File: src/design/ibl_pkg.sv
`timescale 1ns / 1ps

package ibl_pkg;

    // Defaults for the top-level parameters.
    localparam int unsigned MAX_INDENT_LEVELS_DEF = 32;
    localparam int unsigned NODE_INDEX_BITS_DEF   = 16;

    // Fixed width of the indent field.
    localparam int unsigned INDENT_W = 5;

    // Depth of the command queue between the front and the back.
    localparam int unsigned CMD_DEPTH = 2;

    // Codes of the action field.
    localparam logic ACTION_NODE = 1'b0;
    localparam logic ACTION_END  = 1'b1;

    // Codes of the kind field.
    localparam logic KIND_CLOSE = 1'b0;
    localparam logic KIND_LINK  = 1'b1;

    // Command class decided by the front.
    typedef enum logic [1:0] {
        OP_NODE,
        OP_END,
        OP_OVF
    } t_op;

    // Control part of a command; the node counter travels beside it.
    typedef struct packed {
        t_op                 op;
        logic [INDENT_W-1:0] indent;
        logic                opens;
    } t_ctl;

    localparam int unsigned CTL_W = $bits(t_ctl);

endpackage

File: src/design/ibl_front.sv
`timescale 1ns / 1ps

module ibl_front #(
    parameter int unsigned MAX_LVL = 32,
    parameter int unsigned NB      = 16
) (
    input  logic                         i_clk,
    input  logic                         i_rst_n,
    input  logic                         i_push,
    input  logic                         i_fifo_full,
    input  logic                         i_action,
    input  logic [ibl_pkg::INDENT_W-1:0] i_indent,
    input  logic                         i_opens_block,
    output logic                         o_wr,
    output ibl_pkg::t_ctl                o_ctl,
    output logic [NB:0]                  o_count
);
    import ibl_pkg::*;

    // Highest indent that the level table can hold.
    localparam int unsigned MAX_IND =
        (MAX_LVL - 1 > (1 << INDENT_W) - 1) ? (1 << INDENT_W) - 1 : MAX_LVL - 1;

    logic [NB:0] r_count;
    logic [NB:0] n_count;
    logic        accept;

    assign accept  = i_push & ~i_fifo_full;
    assign o_wr    = accept;
    assign o_count = r_count;

    always_comb begin
        o_ctl.opens  = i_opens_block;
        o_ctl.indent = (i_indent > INDENT_W'(MAX_IND)) ? INDENT_W'(MAX_IND) : i_indent;
        if (i_action == ACTION_END) begin
            o_ctl.op = OP_END;
        end else if (r_count[NB]) begin
            o_ctl.op = OP_OVF;
        end else begin
            o_ctl.op = OP_NODE;
        end

        n_count = r_count;
        if (accept) begin
            case (o_ctl.op)
                OP_END:  n_count = '0;
                OP_NODE: n_count = r_count + (NB+1)'(1);
                default: n_count = r_count;
            endcase
        end
    end

    always_ff @(posedge i_clk) begin
        if (!i_rst_n) begin
            r_count <= '0;
        end else begin
            r_count <= n_count;
        end
    end

endmodule

File: src/design/ibl_cmd_fifo.sv
`timescale 1ns / 1ps

module ibl_cmd_fifo #(
    parameter int unsigned W     = 8,
    parameter int unsigned DEPTH = 2
) (
    input  logic         i_clk,
    input  logic         i_rst_n,
    input  logic         i_wr,
    input  logic [W-1:0] i_data,
    input  logic         i_rd,
    output logic [W-1:0] o_data,
    output logic         o_full,
    output logic         o_empty
);

    localparam int unsigned PW = (DEPTH > 1) ? $clog2(DEPTH) : 1;
    localparam int unsigned CW = $clog2(DEPTH + 1);

    logic [W-1:0]  r_mem [DEPTH];
    logic [PW-1:0] r_wp;
    logic [PW-1:0] r_rp;
    logic [CW-1:0] r_cnt;
    logic [PW-1:0] n_wp;
    logic [PW-1:0] n_rp;
    logic [CW-1:0] n_cnt;
    logic          do_wr;
    logic          do_rd;

    assign o_full  = (r_cnt == CW'(DEPTH));
    assign o_empty = (r_cnt == '0);
    assign o_data  = r_mem[r_rp];
    assign do_wr   = i_wr & ~o_full;
    assign do_rd   = i_rd & ~o_empty;

    always_comb begin
        n_wp  = r_wp;
        n_rp  = r_rp;
        n_cnt = r_cnt;
        if (do_wr) begin
            n_wp = (r_wp == PW'(DEPTH - 1)) ? '0 : r_wp + PW'(1);
        end
        if (do_rd) begin
            n_rp = (r_rp == PW'(DEPTH - 1)) ? '0 : r_rp + PW'(1);
        end
        case ({do_wr, do_rd})
            2'b10:   n_cnt = r_cnt + CW'(1);
            2'b01:   n_cnt = r_cnt - CW'(1);
            default: n_cnt = r_cnt;
        endcase
    end

    always_ff @(posedge i_clk) begin
        if (!i_rst_n) begin
            r_wp  <= '0;
            r_rp  <= '0;
            r_cnt <= '0;
        end else begin
            r_wp  <= n_wp;
            r_rp  <= n_rp;
            r_cnt <= n_cnt;
        end
    end

    always_ff @(posedge i_clk) begin
        if (do_wr) begin
            r_mem[r_wp] <= i_data;
        end
    end

    // A write is never offered while the queue is full.
    a_no_wr_full: assert property (@(posedge i_clk) disable iff (!i_rst_n)
        !(i_wr && o_full))
        else $error("command written into a full queue");

endmodule

File: src/design/ibl_back.sv
`timescale 1ns / 1ps

module ibl_back #(
    parameter int unsigned MAX_LVL = 32,
    parameter int unsigned NB      = 16
) (
    input  logic                i_clk,
    input  logic                i_rst_n,
    input  logic                i_cmd_vld,
    input  ibl_pkg::t_ctl       i_ctl,
    input  logic [NB:0]         i_count,
    output logic                o_deq,
    input  logic                i_pop,
    output logic                o_empty,
    output logic                o_kind,
    output logic [NB-1:0]       o_node,
    output logic [NB:0]         o_after_block,
    output logic                o_has_prev,
    output logic [NB-1:0]       o_prev,
    output logic                o_has_parent,
    output logic [NB-1:0]       o_parent,
    output logic                o_first_of_parent,
    output logic                o_overflow,
    output logic                o_last
);
    import ibl_pkg::*;

    localparam int unsigned LW = (MAX_LVL > 1) ? $clog2(MAX_LVL) : 1;
    localparam int unsigned CW = $clog2(MAX_LVL + 1);

    // Open-block stack and per-level last-node table.
    logic [NB-1:0]       r_stk_idx [MAX_LVL];
    logic [INDENT_W-1:0] r_stk_ind [MAX_LVL];
    logic                r_stk_hc  [MAX_LVL];
    logic [CW-1:0]       r_depth;
    logic [CW-1:0]       n_depth;
    logic                r_lvl_vld [MAX_LVL];
    logic [NB-1:0]       r_lvl_idx [MAX_LVL];

    // Result register.
    logic                r_out_vld;
    logic                r_kind;
    logic [NB-1:0]       r_node;
    logic [NB:0]         r_after;
    logic                r_has_prev;
    logic [NB-1:0]       r_prev;
    logic                r_has_parent;
    logic [NB-1:0]       r_parent;
    logic                r_first;
    logic                r_ovf;
    logic                r_last;

    logic                n_kind;
    logic [NB-1:0]       n_node;
    logic [NB:0]         n_after;
    logic                n_has_prev;
    logic [NB-1:0]       n_prev;
    logic                n_has_parent;
    logic [NB-1:0]       n_parent;
    logic                n_first;
    logic                n_ovf;
    logic                n_last;

    logic                slot_free;
    logic                emit;
    logic                has_top;
    logic [LW-1:0]       top_ptr;
    logic [LW-1:0]       below_ptr;
    logic [INDENT_W-1:0] top_ind;
    logic [LW-1:0]       lvl;
    logic [NB-1:0]       cur_idx;
    logic                parent_hit;
    logic                push_ok;
    logic                link_upd;
    logic                hc_set;
    logic                clr_all;

    assign slot_free = ~r_out_vld | i_pop;
    assign has_top   = (r_depth != '0);
    assign top_ptr   = LW'(r_depth - CW'(1));
    assign below_ptr = LW'(r_depth - CW'(2));
    assign top_ind   = r_stk_ind[top_ptr];
    assign lvl       = LW'(i_ctl.indent);
    assign cur_idx   = i_count[NB-1:0];
    assign parent_hit = has_top &&
        ({1'b0, i_ctl.indent} == ({1'b0, top_ind} + (INDENT_W+1)'(1)));
    assign push_ok   = i_ctl.opens && (r_depth < CW'(MAX_LVL));

    always_comb begin
        emit         = 1'b0;
        o_deq        = 1'b0;
        n_depth      = r_depth;
        link_upd     = 1'b0;
        hc_set       = 1'b0;
        clr_all      = 1'b0;
        n_kind       = KIND_CLOSE;
        n_node       = '0;
        n_after      = '0;
        n_has_prev   = 1'b0;
        n_prev       = '0;
        n_has_parent = 1'b0;
        n_parent     = '0;
        n_first      = 1'b0;
        n_ovf        = 1'b0;
        n_last       = 1'b0;

        if (i_cmd_vld && slot_free) begin
            case (i_ctl.op)
                OP_NODE: begin
                    if (has_top && (top_ind >= i_ctl.indent)) begin
                        // Close one block per cycle while the result slot is free, until the top is shallower.
                        emit    = 1'b1;
                        n_node  = r_stk_idx[top_ptr];
                        n_after = i_count;
                        n_depth = r_depth - CW'(1);
                    end else begin
                        emit         = 1'b1;
                        o_deq        = 1'b1;
                        link_upd     = 1'b1;
                        hc_set       = parent_hit;
                        n_kind       = KIND_LINK;
                        n_node       = cur_idx;
                        n_has_prev   = r_lvl_vld[lvl];
                        n_prev       = r_lvl_vld[lvl] ? r_lvl_idx[lvl] : '0;
                        n_has_parent = parent_hit;
                        n_parent     = parent_hit ? r_stk_idx[top_ptr] : '0;
                        n_first      = parent_hit & ~r_stk_hc[top_ptr];
                        n_last       = 1'b1;
                        n_depth      = push_ok ? r_depth + CW'(1) : r_depth;
                    end
                end
                OP_END: begin
                    if (has_top) begin
                        emit    = 1'b1;
                        n_node  = r_stk_idx[top_ptr];
                        n_after = i_count;
                        n_last  = (r_depth == CW'(1));
                        n_depth = r_depth - CW'(1);
                        o_deq   = (r_depth == CW'(1));
                        clr_all = (r_depth == CW'(1));
                    end else begin
                        o_deq   = 1'b1;
                        clr_all = 1'b1;
                    end
                end
                OP_OVF: begin
                    emit   = 1'b1;
                    o_deq  = 1'b1;
                    n_kind = KIND_LINK;
                    n_ovf  = 1'b1;
                    n_last = 1'b1;
                end
                default: begin
                    o_deq = 1'b1;
                end
            endcase
        end
    end

    always_ff @(posedge i_clk) begin
        if (!i_rst_n) begin
            r_depth   <= '0;
            r_out_vld <= 1'b0;
            for (int i = 0; i < MAX_LVL; i++) begin
                r_lvl_vld[i] <= 1'b0;
            end
        end else begin
            r_depth   <= n_depth;
            r_out_vld <= emit | (r_out_vld & ~i_pop);
            for (int i = 0; i < MAX_LVL; i++) begin
                if (clr_all) begin
                    r_lvl_vld[i] <= 1'b0;
                end else if (link_upd) begin
                    if (LW'(i) > lvl) begin
                        r_lvl_vld[i] <= 1'b0;
                    end else if (LW'(i) == lvl) begin
                        r_lvl_vld[i] <= 1'b1;
                    end
                end
            end
        end
    end

    always_ff @(posedge i_clk) begin
        if (emit) begin
            r_kind       <= n_kind;
            r_node       <= n_node;
            r_after      <= n_after;
            r_has_prev   <= n_has_prev;
            r_prev       <= n_prev;
            r_has_parent <= n_has_parent;
            r_parent     <= n_parent;
            r_first      <= n_first;
            r_ovf        <= n_ovf;
            r_last       <= n_last;
        end
        if (link_upd) begin
            r_lvl_idx[lvl] <= cur_idx;
            if (push_ok) begin
                r_stk_idx[LW'(r_depth)] <= cur_idx;
                r_stk_ind[LW'(r_depth)] <= i_ctl.indent;
                r_stk_hc[LW'(r_depth)]  <= 1'b0;
            end
        end
        if (hc_set) begin
            r_stk_hc[top_ptr] <= 1'b1;
        end
    end

    assign o_empty           = ~r_out_vld;
    assign o_kind            = r_kind;
    assign o_node            = r_node;
    assign o_after_block     = r_after;
    assign o_has_prev        = r_has_prev;
    assign o_prev            = r_prev;
    assign o_has_parent      = r_has_parent;
    assign o_parent          = r_parent;
    assign o_first_of_parent = r_first;
    assign o_overflow        = r_ovf;
    assign o_last            = r_last;

    a_depth_bound: assert property (@(posedge i_clk) disable iff (!i_rst_n)
        r_depth <= CW'(MAX_LVL))
        else $error("open-block stack deeper than its storage");

    a_stack_order: assert property (@(posedge i_clk) disable iff (!i_rst_n)
        (r_depth >= CW'(2)) |-> (r_stk_ind[top_ptr] > r_stk_ind[below_ptr]))
        else $error("open-block indents do not increase toward the top");

    a_end_empties: assert property (@(posedge i_clk) disable iff (!i_rst_n)
        (o_deq && i_ctl.op == OP_END) |=> (r_depth == '0))
        else $error("end of list left blocks open");

    a_no_overwrite: assert property (@(posedge i_clk) disable iff (!i_rst_n)
        (r_out_vld && !i_pop) |-> !emit)
        else $error("result overwritten before it was taken");

endmodule

File: src/design/indentation_block_linker.sv
`timescale 1ns / 1ps

// Channel  | Direction | Handshake               | Payload
// ---------+-----------+-------------------------+------------------------------------------
// node in  | input     | i_push / o_full         | i_action, i_indent, i_opens_block
// result   | output    | o_empty / i_pop         | o_kind, o_node, o_after_block, o_has_prev,
//          |           |                         | o_prev, o_has_parent, o_parent,
//          |           |                         | o_first_of_parent, o_overflow, o_last
//
// The front takes one word per cycle into a two-entry command queue while it is not full.
// For a node the back emits a close record for each open block whose indent is not
// shallower, then the link record; an end word emits a close record for each open block,
// or none when no block is open. The open-block stack walk sets how long a word takes.
// Reset is synchronous and active low; it empties the queue and the result register,
// clears the node counter, the stack depth and all level valid bits at once.
// When the result register is full and not popped the back holds, and the front keeps
// taking words until the queue fills.

module indentation_block_linker #(
    parameter int unsigned MAX_INDENT_LEVELS = ibl_pkg::MAX_INDENT_LEVELS_DEF,
    parameter int unsigned NODE_INDEX_BITS   = ibl_pkg::NODE_INDEX_BITS_DEF
) (
    input  logic                         i_clk,
    input  logic                         i_rst_n,
    input  logic                         i_push,
    output logic                         o_full,
    input  logic                         i_action,
    input  logic [ibl_pkg::INDENT_W-1:0] i_indent,
    input  logic                         i_opens_block,
    output logic                         o_empty,
    input  logic                         i_pop,
    output logic                         o_kind,
    output logic [NODE_INDEX_BITS-1:0]   o_node,
    output logic [NODE_INDEX_BITS:0]     o_after_block,
    output logic                         o_has_prev,
    output logic [NODE_INDEX_BITS-1:0]   o_prev,
    output logic                         o_has_parent,
    output logic [NODE_INDEX_BITS-1:0]   o_parent,
    output logic                         o_first_of_parent,
    output logic                         o_overflow,
    output logic                         o_last
);
    import ibl_pkg::*;

    localparam int unsigned NB    = NODE_INDEX_BITS;
    localparam int unsigned CMD_W = CTL_W + NB + 1;

    // The front classifies each word (node, end of list, or counter overflow),
    // clamps the indent to the table range and numbers it.
    logic         front_wr;
    t_ctl         front_ctl;
    logic [NB:0]  front_count;

    // Command queue between the front and the back.
    logic [CMD_W-1:0] q_wdata;
    logic [CMD_W-1:0] q_rdata;
    logic             q_empty;
    logic             q_full;
    logic             back_deq;
    t_ctl             back_ctl;
    logic [NB:0]      back_count;

    assign o_full  = q_full;
    assign q_wdata = {front_ctl, front_count};
    assign back_ctl   = t_ctl'(q_rdata[CMD_W-1 -: CTL_W]);
    assign back_count = q_rdata[NB:0];

    ibl_front #(
        .MAX_LVL (MAX_INDENT_LEVELS),
        .NB      (NB)
    ) u_front (
        .i_clk         (i_clk),
        .i_rst_n       (i_rst_n),
        .i_push        (i_push),
        .i_fifo_full   (q_full),
        .i_action      (i_action),
        .i_indent      (i_indent),
        .i_opens_block (i_opens_block),
        .o_wr          (front_wr),
        .o_ctl         (front_ctl),
        .o_count       (front_count)
    );

    ibl_cmd_fifo #(
        .W     (CMD_W),
        .DEPTH (CMD_DEPTH)
    ) u_queue (
        .i_clk   (i_clk),
        .i_rst_n (i_rst_n),
        .i_wr    (front_wr),
        .i_data  (q_wdata),
        .i_rd    (back_deq),
        .o_data  (q_rdata),
        .o_full  (q_full),
        .o_empty (q_empty)
    );

    // The back owns the open-block stack, the per-level table and the result register.
    ibl_back #(
        .MAX_LVL (MAX_INDENT_LEVELS),
        .NB      (NB)
    ) u_back (
        .i_clk             (i_clk),
        .i_rst_n           (i_rst_n),
        .i_cmd_vld         (~q_empty),
        .i_ctl             (back_ctl),
        .i_count           (back_count),
        .o_deq             (back_deq),
        .i_pop             (i_pop),
        .o_empty           (o_empty),
        .o_kind            (o_kind),
        .o_node            (o_node),
        .o_after_block     (o_after_block),
        .o_has_prev        (o_has_prev),
        .o_prev            (o_prev),
        .o_has_parent      (o_has_parent),
        .o_parent          (o_parent),
        .o_first_of_parent (o_first_of_parent),
        .o_overflow        (o_overflow),
        .o_last            (o_last)
    );

endmodule

File: config.mk
export PLATFORM = sky130hd
export DESIGN_NAME = indentation_block_linker
export DESIGN_NICKNAME = d
export VERILOG_FILES = /design/src/design/ibl_pkg.sv /design/src/design/ibl_front.sv /design/src/design/ibl_cmd_fifo.sv /design/src/design/ibl_back.sv /design/src/design/indentation_block_linker.sv
export SDC_FILE = /design/constraint.sdc
export NUM_CORES = 2
export LEC_CHECK = 0
export BUFFER_PORTS_ARGS = -buffer_cell sky130_fd_sc_hd__buf_2
export CAP_MARGIN = 20
export CORE_AREA = 2 2 318 320
export DETAILED_ROUTE_END_ITERATION = 8
export DIE_AREA = 0 0 320 322
export GPL_ROUTABILITY_DRIVEN = 1
export PLACE_DENSITY = 0.82
export REMOVE_ABC_BUFFERS = 1
export SYNTH_ARGS = -nofsm -noshare
export SYNTH_HDL_FRONTEND = slang
export SYNTH_SLANG_ARGS = --single-unit
export TNS_END_PERCENT = 20
File: constraint.sdc
create_clock -name i_clk -period 7.2 [get_ports i_clk]
set_clock_uncertainty 0.05 [all_clocks]
set_input_delay 0.72 -clock i_clk [delete_from_list [all_inputs] [get_ports i_clk]]
set_output_delay 0.72 -clock i_clk [all_outputs]
set_load 0.02 [all_outputs]
Yosys cells after proc, flatten, opt, wreduce, memory -nomap -nowiden
Memories as Yosys holds them, arrays and structs flattened. A register that Yosys moved wholly into a read port is not among the register bits.
Cells that the tools add are included.
- add/subtract/negate cells: 8
- magnitude comparators: 35
- equality and inequality tests: 41
- muxes and demuxes: 498
- bitwise logic cells: 112
- reductions and logical operators: 18
- operators with widths (kind ; count):
    2-to-1 mux 1 bit ; 479
    OR 1 bit ; 98
    == test 5 bit (first input constant) ; 16
    greater-than comparator 5 bit (first input constant) ; 16
    one-hot mux 17 bit (2 select lines) ; 2
    == test 4 x 5 -> 1 bit (first input constant) ; 8
    greater-than comparator 4 x 5 -> 1 bit (first input constant) ; 8
    2-to-1 mux 17 bit ; 2
    2-to-1 mux 16 bit ; 2
    one-hot mux 16 bit (2 select lines) ; 1
    == test 3 x 5 -> 1 bit (first input constant) ; 4
    greater-than comparator 3 x 5 -> 1 bit (first input constant) ; 4
    2-to-1 mux 6 bit ; 3
    adder 17 x 1 -> 17 bit (second input constant) ; 1
    one-hot mux 6 bit (2 select lines) ; 1
    == test 2 x 5 -> 1 bit (first input constant) ; 2
    greater-than comparator 1 x 5 -> 1 bit (first input constant) ; 2
    greater-than comparator 2 x 5 -> 1 bit (first input constant) ; 2
    inverter 1 bit ; 9
    OR reduction 4 bit ; 2
    adder 5 x 1 -> 6 bit (second input constant) ; 1
    adder 6 x 1 -> 6 bit (second input constant) ; 1
    == test 2 x 1 -> 1 bit (second input constant) ; 3
    == test 2 bit (second input constant) ; 3
    27 further kinds ; 42
- flip-flop bits (word level): 83
- bits in writable memories: 1298
- input bits: 11
- memories kept: 6
- memories (memory ; depth ; width ; read ports ; clocked after memory_dff ; wr ports ; line ; source):
    u_back.r_lvl_idx ; 32 ; 16 ; 1 ; 1 ; 1 ; ibl_back.sv:38 ; logic [NB-1:0] r_lvl_idx [MAX_LVL];
    u_back.r_stk_idx ; 32 ; 16 ; 1 ; 0 ; 1 ; ibl_back.sv:32 ; logic [NB-1:0] r_stk_idx [MAX_LVL];
    u_back.r_stk_ind ; 32 ; 5 ; 1 ; 0 ; 1 ; ibl_back.sv:33 ; logic [INDENT_W-1:0] r_stk_ind [MAX_LVL];
    u_queue.r_mem ; 2 ; 25 ; 1 ; 1 ; 1 ; ibl_cmd_fifo.sv:20 ; logic [W-1:0] r_mem [DEPTH];
    u_back.r_lvl_vld ; 32 ; 1 ; 1 ; 0 ; 32 ; ibl_back.sv:37 ; logic r_lvl_vld [MAX_LVL];
    u_back.r_stk_hc ; 32 ; 1 ; 1 ; 0 ; 2 ; ibl_back.sv:34 ; logic r_stk_hc [MAX_LVL];

Longest topological paths before layout
An unclocked memory read counts as a cell.
- depth after elaboration: 13
- depth in mapped cells: 26
- gate-level depth less buffers: 19

Cells and area by module
A second synthesis with hierarchy kept.
- cell total of the unflattened synthesis: 2712
- area total of the unflattened synthesis: 54928.9 µm²
- modules (own cells, without submodules) (module ; instances ; cells each ; area each (µm²) ; seq. area each (µm²)):
    ibl_back ; 1 ; 2499 ; 52024.9 ; 39257.7
    ibl_cmd_fifo ; 1 ; 104 ; 2034.5 ; 1601.5
    ibl_front ; 1 ; 108 ; 865.8 ; 340.3
    indentation_block_linker ; 1 ; 1 ; 3.8 ; 0.0

Least setup slack after synthesis
OpenSTA, ideal clock, no wires.
- kind: reg2reg
- from: register u_back.r_depth[0]
- to: memory u_back.r_stk_hc[12]
- library setup time: 0.216 ns
- arrival time: 6.696 ns
- data required time: 6.934 ns
- slack: 0.238 ns
- cell stages (with the launch flop): 25
- buffers on the path: 8
- cell sequence: dfxtp_1 buf_6 buf_6 buf_2 buf_2 buf_2 inv_1 ha_1 clkbuf_1 buf_2 buf_2 mux4_2 mux2i_1 o22ai_1 nor2_1 ha_1 nand2b_1 a21o_1 a21o_1 a21o_1 a21o_1 a211oi_1 nand2_1 nor3_1 o32ai_1
- RTL lines (element ; line ; source):
    start: declaration ; ibl_back.sv:35 ; logic [CW-1:0] r_depth;
    start signal: assignment ; ibl_back.sv:168 ; r_depth <= n_depth;
    end: declaration ; ibl_back.sv:34 ;

Final worst setup path
- from: register u_back.r_depth[1]
- to: memory u_back.r_stk_idx[4][9] (enable)
- longest elaborated chain between the ends: 9
- elaborated cells on any way between the ends: 13
- ends and longest elaborated chain (element ; line ; source):
    subtractor 6 x 1 -> 6 bit ; ibl_back.sv:80 ; assign top_ptr = LW'(r_depth - CW'(1));
    memory read (32 x 5 bit) ; n/a ;
    >= comparator 5 bit ; ibl_back.sv:110 ; if (has_top && (top_ind >= i_ctl.indent)) begin
    logical AND 1 bit ; ibl_back.sv:110 ;
    2-to-1 mux 1 bit ; ibl_back.sv:110 ;
    2-to-1 mux 1 bit ; ibl_back.sv:108 ; case (i_ctl.op)
    2-to-1 mux 1 bit ; ibl_back.sv:107 ; if (i_cmd_vld && slot_free) begin
    2-to-1 mux 1 bit ; ibl_back.sv:197 ; if (link_upd) begin
    2-to-1 mux 1 bit (not written as such) ; ibl_back.sv:200 ; r_stk_idx[LW'(r_depth)] <= cur_idx;
    end: declaration ; ibl_back.sv:32 ;
Parallel ways exist; a longest one is shown, timed or not.

==> impl_metrics.json <==
{
  "crit_path_top_delay_cell": "dfxtp_1",
  "fin_crit_sh": 0.891,
  "fp.dieArea_sq_um": 103000,
  "vdd_drop_max_mv": 0.332,
  "slowest_delay_ns": 0.68,
  "crit_top_cell": "a21o_1",
  "fin_crit_ns": 6.41,
  "ys.flop_type": "edfxtp_1",
  "dr.pass1.iters": 8,
  "hold_viol": 0,
  "stdcell_count": 5022,
  "track_usage": 0.274,
  "grt_pass1_vias": 31900,
  "grt_pass1_wl_um": 208000,
  "clk_pin_slew_ns": 0.06,
  "die_y_um": 322,
  "ant_nets": 0,
  "status": "completed",
  "wirelength_um": 142000,
  "die_x_um": 320,
  "slew_headroom": 0.210,
  "yosys.area.top_type": "edfxtp_1",
  "crit_type": "register to register",
  "tightest_slew_ns": 1.18,
  "p_per_area_nw_per_um2": 379,
  "synth_area_leaders": "edfxtp_1 72%, mux4_2 7.8%, nand2_1 3.8%, dfxtp_1 2.8%, nand3_1 2.3%",
  "crit_chain": "inv_1 -> ha_1 -> nor4bb_1 -> a31oi_2 -> buf_4 -> o22ai_1 -> nor3_1 -> nor3b_2 -> ha_1 -> a21o_1 -> a21o_1 -> a21o_1 -> a21o_1 -> a211oi_1 -> nand2_1 -> buf_4 -> nor2_2 -> buf_4",
  "dr_total_vias": 33500,
  "startpoint_type": "register",
  "cap_violations": 0,
  "fp.coreArea_sq_um": 99600,
  "async_flop_share": 0,
  "p_leak_uw": 0.0204,
  "layout_common_cells": "1320 x edfxtp_1, 562 x nand2_1, 258 x nand3_1",
  "place.gp.congestion": 0.984,
  "clockBufferDepth": 3,
  "first_iter_violations": 5730,
  "ys_seq_elements": 1398,
  "avgSynthCellArea_sq_um": 15.9,
  "worstPathArrival_ns": 6.80,
  "postCtsHoldBufs": 0,
  "worst_hold_slack_ns": 0.120,
  "cts_sinks": 1398,
  "htreeDepth": 4,
  "drive_gt1_frac": 0.185,
  "post_drt_wl_per_cell_um": 28.3,
  "area_growth_pct": 12.3,
  "post_cts_buffers": 0,
  "synth_edf_count": 1320,
  "cts_tree": "built",
  "clock_latency_ns": 0.74,
  "synthDistinctLibCells": 73,
  "setup_viol": 0,
  "viasPerCell": 6.66,
  "synth_area_sq_um": 55300,
  "ys_warn_count": 0,
  "num_rows": 116,
  "post-route-drc-count": 0,
  "dpl.hpwl_um": 77600,
  "antenna_found_initial": 2,
  "grt_overflow_total": 0,
  "final_common_cell": "edfxtp_1",
  "cp_max_fo": 21,
  "cts_resized": 0,
  "yosysSeqAreaShare": 0.746,
  "cts_made_buffers": 132,
  "place_inst": 4773,
  "start_util": 0.555,
  "finalMaxSlewViolations": 0,
  "required_ns": 7.58,
  "grt_max_degree": 224,
  "rsz0062_at_grt": "no",
  "worst_hold_path_type": "input pin to register",
  "finalSetupTns_ns": 0,
  "io_buffers": 83,
  "root_buffer": "clkbuf_16",
  "synthCells": 3483,
  "fmax_ghz": 0.156,
  "fin_nets": 3639,
  "synth_top_area_frac": 0.717,
  "ios": 84,
  "end_kind": "register"
}
==> synthesized netlist by cell type (11+ instances only) <==
| cell type | count |
|---|---|
| edfxtp_1 | 1320 |
| nand2_1 | 562 |
| nand3_1 | 258 |
| mux4_2 | 191 |
| nor2_1 | 157 |
| clkbuf_1 | 148 |
| dfxtp_1 | 78 |
| a311oi_1 | 77 |
| o21ai_0 | 63 |
| a21oi_1 | 54 |
| inv_1 | 53 |
| and3_1 | 47 |
| mux2i_1 | 41 |
| buf_2 | 36 |
| nor3_1 | 34 |
| nor2b_1 | 31 |
| o22ai_1 | 29 |
| buf_1 | 28 |
| o31ai_1 | 28 |
| a31oi_1 | 25 |
| o21a_1 | 14 |
| ha_1 | 13 |
| nand2b_1 | 13 |
| xnor2_1 | 13 |
| xor2_1 | 13 |
| a211oi_1 | 12 |
| and2_1 | 11 |
==> flip-flops by register name (all words and copies together), names as in the netlist, 2 cells and up, named ones only <==
register / count
u_back.r_lvl_vld: 32
u_front.o_count: 17
u_back.r_lvl_idx: 512
u_back.o_after_block: 17
u_back.r_depth: 6
u_back.o_node: 16
u_queue.r_cnt: 2
u_back.r_stk_hc: 32
u_back.r_stk_idx: 512
u_queue.r_mem: 50
u_back.r_stk_ind: 160
u_back.o_parent: 16
u_back.o_prev: 16
==> final cells by class <==
class	count	area (sq um)
flip-flops and latches	1398	41200
clock inverters	77	757
multi-input cells	1810	13200
diodes	1	2.50
clock buffers	165	3570
well taps	1298	1620
repair buffers	215	1520
fillers	6577	37500
inverters	58	234
==> cells by family (layout without fill, tap and decap cells) <==
family / Yosys count / count (layout) / share of synthesized area
buffers and inverters: 275 / 515 / 0.0200
AND/OR/NAND/NOR: 1161 / 1161 / 0.0932
adder cells (fa/ha/maj): 13 / 13 / 0.00294
other: 0 / 1 / 0
AO/OA/AOI/OAI: 373 / 373 / 0.0475
multiplexers: 236 / 236 / 0.0861
flip-flops: 1398 / 1398 / 0.746
XOR/XNOR: 27 / 27 / 0.00462
==> path summary, 6_finish.rpt <==
kind                             startpoint                          endpoint  slack (ns)  cells after the start
max          u_back.r_depth[1]$_SDFFE_PN0P_  u_back.r_stk_idx[4][9]$_DFFE_PP_        0.79                     18
min                             i_indent[3]    u_queue.r_mem[1][21]$_DFFE_PP_        0.12                      1
max reg2reg  u_back.r_depth[1]$_SDFFE_PN0P_  u_back.r_stk_idx[4][9]$_DFFE_PP_        0.79                     18
min reg2reg     u_back.r_lvl_vld[0]$_DFF_P_       u_back.r_lvl_vld[0]$_DFF_P_        0.42                      1
==> critical path, delay by kind of cell, from the launching register on <==
family / cells / cell delay, ns
flops: 1 / 0.68
compound gates: 7 / 1.66
simple gates: 5 / 1.74
buf+inv: 4 / 1.20
fa+ha+maj: 2 / 0.77
==> metrics by stage <==
step / setup WS, ns / cell area, sq um / util / total power [uW]
CTS: 1.01 / 62000 / 0.622 / 23400
detailed placement: 1.07 / 57600 / 0.579 / 16400
finish: 0.786 / 62100 / 0.623 / 23500
floorplan: -16.81 / 54400 / - / 14500
global placement: 1.32 / 57600 / 0.579 / 16300
global route: 0.490 / 62100 / 0.623 / 24100
==> routing by layer <==
| layer | vias to the layer above | wire [um] | GRT usage |
|---|---|---|---|
| li1 | 13700 | - | - |
| met1 | 16700 | 50700 | 0.376 |
| met2 | 2675 | 66500 | 0.426 |
| met3 | 390 | 17500 | 0.0563 |
| met4 | 0 | 7470 | 0.132 |
| met5 | - | 0 | 0 |
==> report_power, final <==
| group | internal (uW) | leakage, uW | switching (uW) | total (uW) |
|---|---|---|---|---|
| logic | 1990 | 0.00565 | 4610 | 6600 |
| clock network | 4000 | 0.00212 | 2990 | 7000 |
| registers | 9770 | 0.0126 | 124 | 9890 |
| total | 15800 | 0.0204 | 7730 | 23500 |
Note: power is estimated with default switching activity, not from simulation.
